**src/rtl/lcr_pkg.sv**
```systemverilog
`default_nettype none

package lcr_pkg;

  // stream payload widths
  localparam int IN_DATA_W  = 48;
  localparam int OUT_DATA_W = 40;

  // configuration port
  localparam int CFG_ADDR_W = 1;
  localparam int CFG_DATA_W = 16;
  localparam logic [CFG_ADDR_W-1:0] REG_GAIN_SELECT = 1'd0;
  localparam logic [CFG_ADDR_W-1:0] REG_HALF_PERIOD = 1'd1;

  // request codes
  localparam logic [2:0] ACT_MEASURE     = 3'd1;
  localparam logic [2:0] ACT_TARE        = 3'd2;
  localparam logic [2:0] ACT_POWER_DOWN  = 3'd3;
  localparam logic [2:0] ACT_POWER_UP    = 3'd4;
  localparam logic [2:0] ACT_LOAD_OFFSET = 3'd5;

  // result status codes
  typedef logic [1:0] status_t;
  localparam status_t ST_IDLE   = 2'd0;
  localparam status_t ST_BUSY   = 2'd1;
  localparam status_t ST_DONE   = 2'd2;
  localparam status_t ST_REJECT = 2'd3;

  // gain selector codes
  localparam logic [1:0] GAIN_A64 = 2'd1;
  localparam logic [1:0] GAIN_B32 = 2'd2;

  localparam logic signed [31:0] SAT_MAX = 32'sh7FFF_FFFF;
  localparam logic signed [31:0] SAT_MIN = 32'sh8000_0000;

  // controller to datapath commands
  typedef struct packed {
    logic    load_req;
    logic    tare;
    logic    begin_conv;
    logic    tick_inc;
    logic    tick_clr;
    logic    shift_in;
    logic    pulse_inc;
    logic    accumulate;
    logic    set_pd;
    logic    clr_pd;
    logic    load_offset;
    logic    out_load;
    logic    div_start;
    logic    finish;
    logic    sck;
    status_t status;
  } cmd_t;

  // datapath to controller status
  typedef struct packed {
    logic tick_end;
    logic last_pulse;
    logic last_read;
    logic powered_down;
    logic div_done;
  } stat_t;

endpackage

`default_nettype wire

```
**src/rtl/lcr_div.sv**
```systemverilog
`default_nettype none

module lcr_div (
  input  wire logic        clk,
  input  wire logic        rst,
  input  wire logic        start,
  input  wire logic [31:0] dividend,
  input  wire logic [7:0]  divisor,
  output logic             done,
  output logic [31:0]      quot
);

  logic        busy;
  logic        fix;
  logic        neg;
  logic [31:0] mag;
  logic [7:0]  rem;
  logic [4:0]  cnt;
  logic [8:0]  rem_sh;
  logic        ge;

  // one quotient bit per cycle, restoring form
  assign rem_sh = {rem, mag[31]};
  assign ge     = rem_sh >= {1'b0, divisor};

  always_ff @(posedge clk) begin
    done <= 1'b0;
    if (rst) begin
      busy <= 1'b0;
      fix  <= 1'b0;
    end else if (start) begin
      neg  <= dividend[31];
      mag  <= dividend[31] ? (~dividend + 32'd1) : dividend;
      rem  <= '0;
      cnt  <= '0;
      busy <= 1'b1;
    end else if (busy) begin
      rem <= ge ? 8'(rem_sh - {1'b0, divisor}) : rem_sh[7:0];
      mag <= {mag[30:0], ge};
      cnt <= cnt + 5'd1;
      if (cnt == 5'd31) begin
        busy <= 1'b0;
        fix  <= 1'b1;
      end
    end else if (fix) begin
      // restore the sign, truncation toward zero
      quot <= neg ? (~mag + 32'd1) : mag;
      fix  <= 1'b0;
      done <= 1'b1;
    end
  end

endmodule

`default_nettype wire

```
**src/rtl/lcr_datapath.sv**
```systemverilog
`default_nettype none

module lcr_datapath #(
  parameter int SAMPLE_BITS = 24
) (
  input  wire logic                            clk,
  input  wire logic                            rst,
  input  wire logic                            cfg_we,
  input  wire logic [lcr_pkg::CFG_ADDR_W-1:0] cfg_addr,
  input  wire logic [lcr_pkg::CFG_DATA_W-1:0] cfg_wdata,
  input  wire logic                            dout_level,
  input  wire logic [7:0]                      read_count,
  input  wire logic [31:0]                     offset_load,
  input  wire lcr_pkg::cmd_t                   cmd,
  output lcr_pkg::stat_t                       stat,
  output logic [lcr_pkg::OUT_DATA_W-1:0]       out_data
);

  import lcr_pkg::*;

  localparam int PW = $clog2(SAMPLE_BITS + 4);

  logic [1:0]             gain_select;
  logic [15:0]            half_period;
  logic [15:0]            tick_count;
  logic [PW-1:0]          pulse_index;
  logic [SAMPLE_BITS-1:0] shift_word;
  logic [31:0]            running_sum;
  logic [7:0]             reads_left;
  logic [7:0]             reads_total;
  logic [31:0]            offset_value;
  logic                   tare_pending;
  logic                   powered_down;

  logic [15:0]            hp;
  logic [15:0]            tick_next;
  logic [PW-1:0]          pulse_next;
  logic [PW-1:0]          pulse_total;
  logic [31:0]            word_ext;
  logic                   div_done;
  logic [31:0]            quot;
  logic signed [32:0]     diff;
  logic [31:0]            result;

  // timing and pulse count status
  always_comb begin
    hp        = (half_period == 16'd0) ? 16'd1 : half_period;
    tick_next = tick_count + 16'd1;
    pulse_next = pulse_index + PW'(1);
    if (gain_select == GAIN_A64) begin
      pulse_total = PW'(SAMPLE_BITS + 3);
    end else if (gain_select == GAIN_B32) begin
      pulse_total = PW'(SAMPLE_BITS + 2);
    end else begin
      pulse_total = PW'(SAMPLE_BITS + 1);
    end
    word_ext = 32'($signed(shift_word));
  end

  assign stat.tick_end     = (tick_next >= hp) || (tick_next == 16'd0);
  assign stat.last_pulse   = pulse_next >= pulse_total;
  assign stat.last_read    = reads_left == 8'd1;
  assign stat.powered_down = powered_down;
  assign stat.div_done     = div_done;

  // average of the summed words
  lcr_div u_div (
    .clk      (clk),
    .rst      (rst),
    .start    (cmd.div_start),
    .dividend (running_sum),
    .divisor  (reads_total),
    .done     (div_done),
    .quot     (quot)
  );

  // average minus offset, saturated
  always_comb begin
    diff = $signed({quot[31], quot}) - $signed({offset_value[31], offset_value});
    if (diff[32] != diff[31]) begin
      result = diff[32] ? SAT_MIN : SAT_MAX;
    end else begin
      result = diff[31:0];
    end
  end

  // configuration registers
  always_ff @(posedge clk) begin
    if (rst) begin
      gain_select <= 2'd0;
      half_period <= 16'd1000;
    end else if (cfg_we) begin
      unique case (cfg_addr)
        REG_GAIN_SELECT: gain_select <= cfg_wdata[1:0];
        REG_HALF_PERIOD: half_period <= cfg_wdata;
        default: ;
      endcase
    end
  end

  // transfer state
  always_ff @(posedge clk) begin
    if (rst) begin
      tick_count   <= '0;
      pulse_index  <= '0;
      shift_word   <= '0;
      running_sum  <= '0;
      reads_left   <= '0;
      reads_total  <= '0;
      offset_value <= '0;
      tare_pending <= 1'b0;
      powered_down <= 1'b0;
    end else begin
      if (cmd.load_req) begin
        reads_total  <= (read_count == 8'd0) ? 8'd1 : read_count;
        reads_left   <= (read_count == 8'd0) ? 8'd1 : read_count;
        running_sum  <= '0;
        tare_pending <= cmd.tare;
      end
      if (cmd.begin_conv) begin
        pulse_index <= '0;
        tick_count  <= '0;
        shift_word  <= '0;
      end
      if (cmd.tick_inc) begin
        tick_count <= tick_next;
      end
      if (cmd.tick_clr) begin
        tick_count <= '0;
      end
      if (cmd.shift_in && (pulse_index < PW'(SAMPLE_BITS))) begin
        shift_word <= {shift_word[SAMPLE_BITS-2:0], dout_level};
      end
      if (cmd.pulse_inc) begin
        pulse_index <= pulse_next;
      end
      if (cmd.accumulate) begin
        running_sum <= running_sum + word_ext;
        reads_left  <= reads_left - 8'd1;
      end
      if (cmd.set_pd) begin
        powered_down <= 1'b1;
      end
      if (cmd.clr_pd) begin
        powered_down <= 1'b0;
      end
      if (cmd.load_offset) begin
        offset_value <= offset_load;
      end
      if (cmd.finish && tare_pending) begin
        offset_value <= quot;
        tare_pending <= 1'b0;
      end
    end
  end

  // result register: sck, status, value from bit 0 up
  always_ff @(posedge clk) begin
    if (cmd.out_load) begin
      out_data <= {5'd0, 32'd0, cmd.status, cmd.sck};
    end else if (cmd.finish) begin
      out_data <= {5'd0, (tare_pending ? 32'd0 : result), ST_DONE, cmd.sck};
    end
  end

endmodule

`default_nettype wire

```
**src/rtl/lcr_ctrl.sv**
```systemverilog
`default_nettype none

module lcr_ctrl (
  input  wire logic           clk,
  input  wire logic           rst,
  input  wire logic           in_tvalid,
  output logic                in_tready,
  output logic                out_tvalid,
  input  wire logic           out_tready,
  input  wire logic [2:0]     action,
  input  wire logic           dout_level,
  input  wire lcr_pkg::stat_t stat,
  output lcr_pkg::cmd_t       cmd
);

  import lcr_pkg::*;

  typedef enum logic [1:0] {
    PH_IDLE,
    PH_WAIT,
    PH_HIGH,
    PH_LOW
  } phase_t;

  typedef enum logic [1:0] {
    HS_RUN,
    HS_DIV_START,
    HS_DIV_WAIT,
    HS_FINISH
  } hs_t;

  phase_t phase;
  phase_t phase_next;
  phase_t adv_phase;
  hs_t    hs;
  logic   clock_pin;
  logic   clock_next;
  logic   fire;
  logic   is_req;
  logic   adv;
  logic   done;

  assign in_tready = (hs == HS_RUN) && (!out_tvalid || out_tready);
  assign fire      = in_tvalid && in_tready;
  assign is_req    = (action >= ACT_MEASURE) && (action <= ACT_LOAD_OFFSET);

  // per-item decode and transfer step
  always_comb begin
    cmd        = '0;
    cmd.status = ST_IDLE;
    phase_next = phase;
    clock_next = clock_pin;
    adv        = 1'b0;
    adv_phase  = phase;
    done       = 1'b0;

    if (fire) begin
      // requests are taken only while idle
      if (is_req) begin
        if (phase != PH_IDLE) begin
          cmd.status = ST_REJECT;
        end else begin
          unique case (action)
            ACT_MEASURE, ACT_TARE: begin
              if (stat.powered_down) begin
                cmd.status = ST_REJECT;
              end else begin
                cmd.load_req = 1'b1;
                cmd.tare     = (action == ACT_TARE);
                cmd.status   = ST_BUSY;
                adv          = 1'b1;
                adv_phase    = PH_WAIT;
              end
            end
            ACT_POWER_DOWN: begin
              cmd.set_pd = 1'b1;
              clock_next = 1'b1;
            end
            ACT_POWER_UP: begin
              cmd.clr_pd = 1'b1;
              clock_next = 1'b0;
            end
            ACT_LOAD_OFFSET: cmd.load_offset = 1'b1;
            default: ;
          endcase
        end
      end else if (phase != PH_IDLE) begin
        adv        = 1'b1;
        cmd.status = ST_BUSY;
      end

      // advance the serial transfer by one tick
      if (adv) begin
        unique case (adv_phase)
          PH_WAIT: begin
            phase_next = PH_WAIT;
            if (!dout_level) begin
              cmd.begin_conv = 1'b1;
              clock_next     = 1'b1;
              phase_next     = PH_HIGH;
            end
          end
          PH_HIGH: begin
            if (stat.tick_end) begin
              cmd.shift_in = 1'b1;
              cmd.tick_clr = 1'b1;
              clock_next   = 1'b0;
              phase_next   = PH_LOW;
            end else begin
              cmd.tick_inc = 1'b1;
            end
          end
          PH_LOW: begin
            if (!stat.tick_end) begin
              cmd.tick_inc = 1'b1;
            end else begin
              cmd.tick_clr  = 1'b1;
              cmd.pulse_inc = 1'b1;
              if (!stat.last_pulse) begin
                clock_next = 1'b1;
                phase_next = PH_HIGH;
              end else begin
                cmd.accumulate = 1'b1;
                if (stat.last_read) begin
                  phase_next = PH_IDLE;
                  done       = 1'b1;
                end else begin
                  phase_next = PH_WAIT;
                end
              end
            end
          end
          default: phase_next = PH_IDLE;
        endcase
      end

      if (done) begin
        cmd.status = ST_DONE;
      end
      cmd.out_load = !done;
    end

    cmd.div_start = (hs == HS_DIV_START);
    cmd.finish    = (hs == HS_FINISH);
    cmd.sck       = clock_next;
  end

  // state and registered outputs
  always_ff @(posedge clk) begin
    if (rst) begin
      phase      <= PH_IDLE;
      hs         <= HS_RUN;
      clock_pin  <= 1'b0;
      out_tvalid <= 1'b0;
    end else begin
      if (fire) begin
        phase     <= phase_next;
        clock_pin <= clock_next;
      end

      unique case (hs)
        HS_RUN:       if (fire && done) hs <= HS_DIV_START;
        HS_DIV_START: hs <= HS_DIV_WAIT;
        HS_DIV_WAIT:  if (stat.div_done) hs <= HS_FINISH;
        HS_FINISH:    hs <= HS_RUN;
        default:      hs <= HS_RUN;
      endcase

      if (cmd.out_load || cmd.finish) begin
        out_tvalid <= 1'b1;
      end else if (out_tready) begin
        out_tvalid <= 1'b0;
      end
    end
  end

endmodule

`default_nettype wire

```
**src/rtl/load_cell_adc_serial_reader_core.sv**
```systemverilog
`default_nettype none

// Two-wire load-cell converter reader, one input item per timer tick.
// Input stream: each item carries a request code, the sampled data line
// level, a read count and an offset value; every accepted item yields
// exactly one result item (clock pin level, status, measured value).
// Configuration: plain write port, index 0 gain select, index 1 the
// number of ticks per clock pin level.
// An ordinary item gives its result in the cycle after acceptance, and
// items can be taken every cycle while the receiver keeps up.
// The tick that completes the last conversion of a request starts a
// bit-serial divider (one quotient bit per cycle); its result is presented
// from HS_FINISH, after HS_DIV_START and HS_DIV_WAIT, and no item is taken meanwhile.
// Reset (synchronous) leaves the block idle, powered up, clock pin low,
// offset zero, gain select 0 and 1000 ticks per level.
// When the receiver stalls, the result stays in the output register and
// the input is held off until it is taken or taken in the same cycle.
module load_cell_adc_serial_reader_core #(
  parameter int SAMPLE_BITS = 24
) (
  input  wire logic                            clk,
  input  wire logic                            rst,
  input  wire logic                            s_axis_tvalid,
  output logic                                 s_axis_tready,
  // action[2:0], dout_level[3], read_count[11:4], offset_load[43:12]
  input  wire logic [lcr_pkg::IN_DATA_W-1:0]   s_axis_tdata,
  output logic                                 m_axis_tvalid,
  input  wire logic                            m_axis_tready,
  // sck_level[0], status[2:1], measured_value[34:3]
  output logic [lcr_pkg::OUT_DATA_W-1:0]       m_axis_tdata,
  input  wire logic                            cfg_we,
  input  wire logic [lcr_pkg::CFG_ADDR_W-1:0] cfg_addr,
  input  wire logic [lcr_pkg::CFG_DATA_W-1:0] cfg_wdata
);

  import lcr_pkg::*;

  cmd_t  cmd;
  stat_t stat;

  lcr_ctrl u_ctrl (
    .clk        (clk),
    .rst        (rst),
    .in_tvalid  (s_axis_tvalid),
    .in_tready  (s_axis_tready),
    .out_tvalid (m_axis_tvalid),
    .out_tready (m_axis_tready),
    .action     (s_axis_tdata[2:0]),
    .dout_level (s_axis_tdata[3]),
    .stat       (stat),
    .cmd        (cmd)
  );

  lcr_datapath #(
    .SAMPLE_BITS (SAMPLE_BITS)
  ) u_dp (
    .clk         (clk),
    .rst         (rst),
    .cfg_we      (cfg_we),
    .cfg_addr    (cfg_addr),
    .cfg_wdata   (cfg_wdata),
    .dout_level  (s_axis_tdata[3]),
    .read_count  (s_axis_tdata[11:4]),
    .offset_load (s_axis_tdata[43:12]),
    .cmd         (cmd),
    .stat        (stat),
    .out_data    (m_axis_tdata)
  );

`ifndef NO_ASSERTIONS
  // no item is taken while the divider runs
  a_div_blocks_input: assert property (@(posedge clk) disable iff (rst)
    cmd.div_start |=> !s_axis_tready)
    else $error("item accepted after divider start");

  a_div_done_blocks_input: assert property (@(posedge clk) disable iff (rst)
    stat.div_done |-> !s_axis_tready)
    else $error("input ready while division completes");

  // the final result finds the output register empty
  a_finish_slot_free: assert property (@(posedge clk) disable iff (rst)
    cmd.finish |-> !m_axis_tvalid)
    else $error("final result would overwrite a pending result");

  a_finish_gives_done: assert property (@(posedge clk) disable iff (rst)
    cmd.finish |=> m_axis_tvalid && (m_axis_tdata[2:1] == ST_DONE))
    else $error("final result not presented as done");
`endif

endmodule

`default_nettype wire

```
**config.mk**
```make
export PLATFORM = sky130hd
export DESIGN_NAME = load_cell_adc_serial_reader_core
export DESIGN_NICKNAME = d
export VERILOG_FILES = /design/src/rtl/lcr_pkg.sv /design/src/rtl/lcr_div.sv /design/src/rtl/lcr_datapath.sv /design/src/rtl/lcr_ctrl.sv /design/src/rtl/load_cell_adc_serial_reader_core.sv
export SDC_FILE = /design/constraint.sdc
export NUM_CORES = 1
export LEC_CHECK = 0
export ABC_AREA = 1
export ABC_CLOCK_PERIOD_IN_PS = 7530
export BUFFER_PORTS_ARGS = -buffer_cell sky130_fd_sc_hd__buf_2
export CORE_MARGIN = 4
export CORE_UTILIZATION = 25
export DETAILED_ROUTE_END_ITERATION = 16
export PLACE_DENSITY = 0.45
export SYNTH_ARGS = -nofsm -noshare
export SYNTH_HDL_FRONTEND = slang
export SYNTH_HIERARCHICAL = 1
export SYNTH_SLANG_ARGS = --single-unit
```
**constraint.sdc**
```tcl
create_clock -name clk -period 7.53 [get_ports clk]
set_input_delay 0.753 -clock clk [delete_from_list [all_inputs] [get_ports clk]]
set_output_delay 0.753 -clock clk [all_outputs]
set_load 0.01 [all_outputs]
```
## Word level (Yosys, flattened, before mapping)

Cells that the tools add are included.

| storage, ports and cells | value |
|---|---|
| bits in registers | 267 |
| logic and storage cells | 205 |

| cells by class | value |
|---|---|
| add/sub/neg operators | 9 |
| magnitude comparators | 6 |
| eq/ne operators | 21 |
| mux-type cells | 101 |
| bitwise logic cells | 6 |
| reduce and logical (&&, ||, !) cells | 37 |

Operators by type and width:

| cell | number |
|---|---|
| 32-bit 2-to-1 mux | 11 |
| 32-bit by 1-bit adder with 32-bit output, second input constant | 2 |
| 32-bit inverter | 2 |
| 2-bit 2-to-1 mux | 25 |
| 16-bit 2-to-1 mux | 3 |
| 24-bit 2-to-1 mux | 2 |
| 1-bit 2-to-1 mux | 40 |
| 8-bit 2-to-1 mux | 5 |
| 32-bit by 32-bit subtractor with 33-bit output | 1 |
| 32-bit adder | 1 |
| 16-bit zero test | 2 |
| 5-bit 2-to-1 mux | 4 |
| 2-bit nonzero test | 9 |
| 16-bit by 1-bit adder with 16-bit output, second input constant | 1 |
| 16-bit greater-or-equal comparator | 1 |
| 12-bit 2-to-1 mux | 1 |
| 3-bit 2-to-1 mux | 4 |
| 2-bit AND reduction | 6 |
| 5-bit by 1-bit adder with 5-bit output, second input constant | 2 |
| 2-bit == test, second input constant | 5 |
| 9-bit by 8-bit greater-or-equal comparator with 1-bit output | 1 |
| 8-bit by 1-bit == test with 1-bit output, second input constant | 1 |
| 8-bit zero test | 1 |
| 2-bit by 1-bit != test with 1-bit output, second input constant | 4 |
| other kinds (27) | 46 |

## Longest topological paths before layout

| depth | value |
|---|---|
| depth in word-level cells | 14 |
| mapped depth | 27 |
| gate-level depth less buffers | 26 |

## By module

The synthesis kept the hierarchy.

Modules (own cells, without submodules):

| module | instances | cells an instance | area each (sq um) |
|---|---|---|---|
| lcr_datapath | 1 | 1904 | 12236.7 |
| lcr_div | 1 | 699 | 5401.4 |
| lcr_ctrl | 1 | 120 | 755.7 |

## Least setup slack after synthesis

No wires, ideal clock.

| timing | value |
|---|---|
| path type | register to register |
| start point | register u_dp.tick_count[0] |
| end point | register u_dp.running_sum[15] |
| data arrival time | 3.580 ns |
| slack | 3.880 ns |
| cell stages (with the launch flop) | 25 |
| buffers on the path | 1 |
| cells stage by stage | dfxtp_1 nand3_1 nor3_2 nand3_1 clkinv_1 nand2_1 nand2_1 and2_1 inv_1 ha_1 nand2_1 inv_1 nand3_1 nor3_1 nand2_1 nand2_1 a31oi_1 nand2_1 inv_1 nor4_1 clkinv_1 clkbuf_1 a21oi_1 o21ai_0 a21oi_1 |

RTL lines:

| element | line | text |
|---|---|---|
| from (decl) | lcr_datapath.sv:25 | `logic [15:0] tick_count;` |
| from (signal assigned) | lcr_datapath.sv:126 | `tick_count <= tick_next;` |
| to (signal assigned) | lcr_datapath.sv:138 | `running_sum <= running_sum + word_ext;` |
| to (decl) | lcr_datapath.sv:28 | `logic [31:0] running_sum;` |

==> results list <==
* First-pass GRT wire length: 86.4 mm
* Sum of overflow across all layers after global routing: 0
- During placement, the flow inserted port buffers numbering slightly above 100.
- TritonCTS clock tree: done
* Fmax: 0.202 GHz
- Of all cell types, the one taking the most synthesized area is sky130_fd_sc_hd__dfxtp_1.
* Flop pwr share: 44.2%
- Post-CTS Repair Setup Buffers: 0
- The min-delay analysis places its worst path in the category in -> reg.
- The final max-slew violation count came to 0.
- Pint: 2.58 mW
- Net switching power: 0.808 mW
* CTS hold repair buffers: 0
- Vias in the first global route: between 15000 and 20000
- Averaged over all synthesized cells, the footprint is 6.76 sq um.
- Overall power after layout: 3.39 mW
- The floorplan step defined a die boundary enclosing 78000 sq um.
* First drt pass iteration count: 5
- For the pin with the worst max-slew slack, the measured transition is approximately 1.2 ns.
* Root Buffer: sky130_fd_sc_hd__clkbuf_16
* Sequential standard cell area: 6160 sq um
- The floorplan step defined a core boundary enclosing ~73000 sq um.
* Routed vias: 16764
* Number of instances resized during post-cts repair: 0
- Peak supply drop: approximately 130 uV
* Fraction of final layout cells with drive strength greater than 1: 10.3%
- Cells after Synth: around 2700
* Switching part of the total power: 23.8%
- In this run the tightest slew margin relative to its limit is 21.1%.
- Setup repair after global routing missed its margin: no
* Synthesis warning total: 6
* Critical Path Start Type: flop
- Most common cell after layout, fill and taps aside: sky130_fd_sc_hd__nand2_1
- Sort of element at the end of the critical path: flop
* Count of different cell masters after synthesis: just over 60
- Number of ports placed on the die boundary: 112
- The number of antenna violations at the first check in global routing came to 0.
* Total placed cells including tap cells: 3712
* Wire length reported by the detailed router: 53.4 mm
* Worst hold slack after final layout: 0.430 ns
* Sequential element share of the synthesized area: 33.5%
* Final design utilization: 28.8%
* Drt first-iter violations: 816
- Setup Skew: 0.0114 ns
- Standard-cell row count: 99
- Commonest cells after routing, fill and taps aside: sky130_fd_sc_hd__nand2_1 (802), sky130_fd_sc_hd__inv_1 (307), sky130_fd_sc_hd__a21oi_1 (256), sky130_fd_sc_hd__nor2_1 (213), sky130_fd_sc_hd__nand3_1 (213)
- For the worst-skew pair, the clock arrives at the later sink with an insertion delay of about 0.54 ns.
- The clock network accounts for 50.1% of the total power.
- Counting the fill cells in the layout gives 8104.
- Setup violations remaining at the end of the flow were counted as 0.
- Count of non-filler cells in the finished layout: roughly 3800
- Yosys top cell area share: 20.2%
* Number of antenna-violating nets in the routed design: 0
- Mapped cell area: 18400 sq um
* Horizontal extent of the die: 279 um
* Number of synthesized flops with an enable pin: 81
- For the worst setup path, the data required time is 7.99 ns.
* Pin count of the biggest net entering global routing: 80
* Overall Global Routing Usage: 13.5%
- Last weighted congestion value of the routability-driven placer: 0.860
- Combinational group share of total power: 5.7%
- 0 antenna diodes ended up in the layout.
- Crit-path max FO: 31
* Syn-to-layout area delta: 14.1%
* Flip-flop and latch count after synthesis: ~270
- Summed over all nets, the half-perimeter wirelength after detailed placement is 41.6 mm.
- CTS buffer count: 36
* Outcome: completed
- After the last flow step, the layout net total stands at 2967.
* Final total negative setup slack: 0 ns
- For this design the ratio of total power to cell area is 162 nW/um^2.
* Tcrit/Tclk final: 65.7%
- Main area contributors after synthesis: sky130_fd_sc_hd__dfxtp_1 (20%), sky130_fd_sc_hd__nand2_1 (16%), sky130_fd_sc_hd__edfxtp_1 (13%)
* Class of the most critical setup path: reg -> reg
* Min cycle time layout: between 4 and 5 ns
* Crit path arrival time: 5.41 ns
* Total clock sinks: 267
- Once the floorplan was initialized, standard cells occupied ~25% of the core.
- Across the run, the number of max-cap violations was 0.
- CTS built an H-tree with a depth of 2.
* Number of endpoints with negative hold slack in the final report: 0
- Summing all multi-input logic gate instances after layout gives approximately 11000 sq um.
- After detailed routing, the number of vias per cell comes to approximately 4.4.
* Commonest register cell after synthesis: sky130_fd_sc_hd__dfxtp_1
- Average wire per cell in the routed design: about 14 um
- CTS Buffer Depth: 3
- Summed over all cells, the static leakage comes to 9.38 nW.
- In the routed design, unresolved DRC markers number 0.
- Clock transition at path regs: 0.06 ns
- Async set-or-reset flop fraction in the synthesized netlist: 0%
* Chip Height: 279 um
## layer usage
layer  share of wire (%)  GRT usage (%)  vias to the layer above
met4                 2.6           3.52                        0
met3                 3.6           2.26                       74
met5                   0              0                        -
met1                  49           18.1                     7452
met2                  45           22.4                      218
li1                    -              -                     9020
## registers in the layout, indices dropped and copies added (netlist names), 2 cells and up
name	count
u_dp/out_data	35
u_dp/offset_value	32
u_dp/running_sum	32
u_dp/u_div/mag	32
u_dp/u_div/quot	32
u_dp/shift_word	24
u_dp/half_period	16
u_dp/tick_count	16
u_dp/reads_left	8
u_dp/reads_total	8
u_dp/u_div/rem	8
u_dp/pulse_index	5
u_dp/u_div/cnt	5
u_ctrl/hs	2
u_ctrl/phase	2
u_dp/gain_select	2
## path summary, 6_finish.rpt
check / startpoint / to / slack [ns] / cells past startpoint
min reg2reg: u_dp/out_data[30] / u_dp/out_data[30] / 0.45 / 2
max: u_dp/tick_count[0] / u_dp/running_sum[17] / 2.58 / 24
max reg2reg: u_dp/tick_count[0] / u_dp/running_sum[17] / 2.58 / 24
min: cfg_wdata[9] / u_dp/half_period[9] / 0.43 / 3
## cell type report
type | count | share of cell area (%)
clock buffer | 48 | 4.90
clock inverter | 16 | 0.704
inverter | 327 | 5.86
multi-input combinational | 2041 | 50.5
sequential | 267 | 29.3
tap | 959 | 5.72
timing repair buffer | 118 | 3.02
## power groups by stage
stage / logic, mW / registers (mW) / clock network [mW]
3_5_place_dp: 0.196 / 1.53 / 0
3_3_place_gp: 0.196 / 1.53 / 0
4_1_cts: 0.197 / 1.50 / 1.78
2_1_floorplan: 0.136 / 1.53 / 0
5_1_grt: 0.223 / 1.50 / 1.83
6_report: 0.194 / 1.50 / 1.70
## cells in the mapped netlist, types with 3 or more instances
library cell               count
sky130_fd_sc_hd__nand4_1      28
sky130_fd_sc_hd__o21ai_1      11
sky130_fd_sc_hd__fa_1          3
sky130_fd_sc_hd__a21o_1        6
sky130_fd_sc_hd__nand3_1     213
sky130_fd_sc_hd__nor3_1       24
sky130_fd_sc_hd__inv_1       307
sky130_fd_sc_hd__a31oi_1       9
sky130_fd_sc_hd__buf_1         6
sky130_fd_sc_hd__o31ai_1       3
sky130_fd_sc_hd__xnor2_1      23
sky130_fd_sc_hd__o211ai_1      7
sky130_fd_sc_hd__nor2_2       15
sky130_fd_sc_hd__edfxtp_1     81
sky130_fd_sc_hd__dfxtp_1     186
sky130_fd_sc_hd__buf_6        10
sky130_fd_sc_hd__buf_4         9
sky130_fd_sc_hd__xor2_1       41
sky130_fd_sc_hd__clkbuf_1     60
sky130_fd_sc_hd__nand3b_1     24
sky130_fd_sc_hd__buf_2         6
sky130_fd_sc_hd__or2_2         5
sky130_fd_sc_hd__and2_1        4
sky130_fd_sc_hd__nand2_4       3
sky130_fd_sc_hd__nor2_1      217
sky130_fd_sc_hd__nand3_2      15
sky130_fd_sc_hd__o21ai_2       3
sky130_fd_sc_hd__ha_1        103
sky130_fd_sc_hd__clkinv_1      4
sky130_fd_sc_hd__a21oi_1     256
sky130_fd_sc_hd__nor4_1       12
sky130_fd_sc_hd__nor2_4        6
sky130_fd_sc_hd__o21ai_0     129
sky130_fd_sc_hd__nand2_2      26
sky130_fd_sc_hd__a21oi_2       8
sky130_fd_sc_hd__inv_2        15
sky130_fd_sc_hd__o21bai_1     13
sky130_fd_sc_hd__nand2_1     802
## per-stage QoR
stage | instance area, sq um | worst slack [ns]
finish | 21000 | 2.58
global route | 21000 | 1.98
CTS | 21000 | 2.50
detailed placement | 19800 | 2.53
global placement | 19800 | 2.53
floorplan | 18400 | 3.88
## cell families after synthesis
group	share of synthesized area, %
DFF	33.5
xor gates and xnor gates	3.05
adders and majority gates	7.33
AOI/OAI and AO/OA	13.5
muxes	0.0544
and+or+nand+nor	33.4
buffers and inverters	9.20
other	0.0204
## critical path, cell delays in order (launching register included)
cell and delay, ns:
sky130_fd_sc_hd__dfxtp_1 0.40, sky130_fd_sc_hd__nand3_1 0.19, sky130_fd_sc_hd__nor3_2 0.31, sky130_fd_sc_hd__nand3_1 0.18
sky130_fd_sc_hd__clkinv_1 0.13, sky130_fd_sc_hd__nand2_1 0.06, sky130_fd_sc_hd__nand2_1 0.06, sky130_fd_sc_hd__and2_1 0.14
sky130_fd_sc_hd__inv_1 0.08, sky130_fd_sc_hd__ha_1 0.30, sky130_fd_sc_hd__nand2_1 0.05, sky130_fd_sc_hd__inv_1 0.06
sky130_fd_sc_hd__nand3_1 0.10, sky130_fd_sc_hd__nor3_1 0.23, sky130_fd_sc_hd__nand2_1 0.09, sky130_fd_sc_hd__nand2_1 0.06
sky130_fd_sc_hd__a31oi_1 0.04, sky130_fd_sc_hd__nand2_1 0.20, sky130_fd_sc_hd__inv_1 0.15, sky130_fd_sc_hd__nor4_2 0.27
sky130_fd_sc_hd__buf_4 0.44, sky130_fd_sc_hd__clkinv_1 0.74, sky130_fd_sc_hd__a21oi_1 0.32, sky130_fd_sc_hd__o21ai_0 0.13
sky130_fd_sc_hd__a21oi_1 0.12
Power figures use the tool's default switching activity.
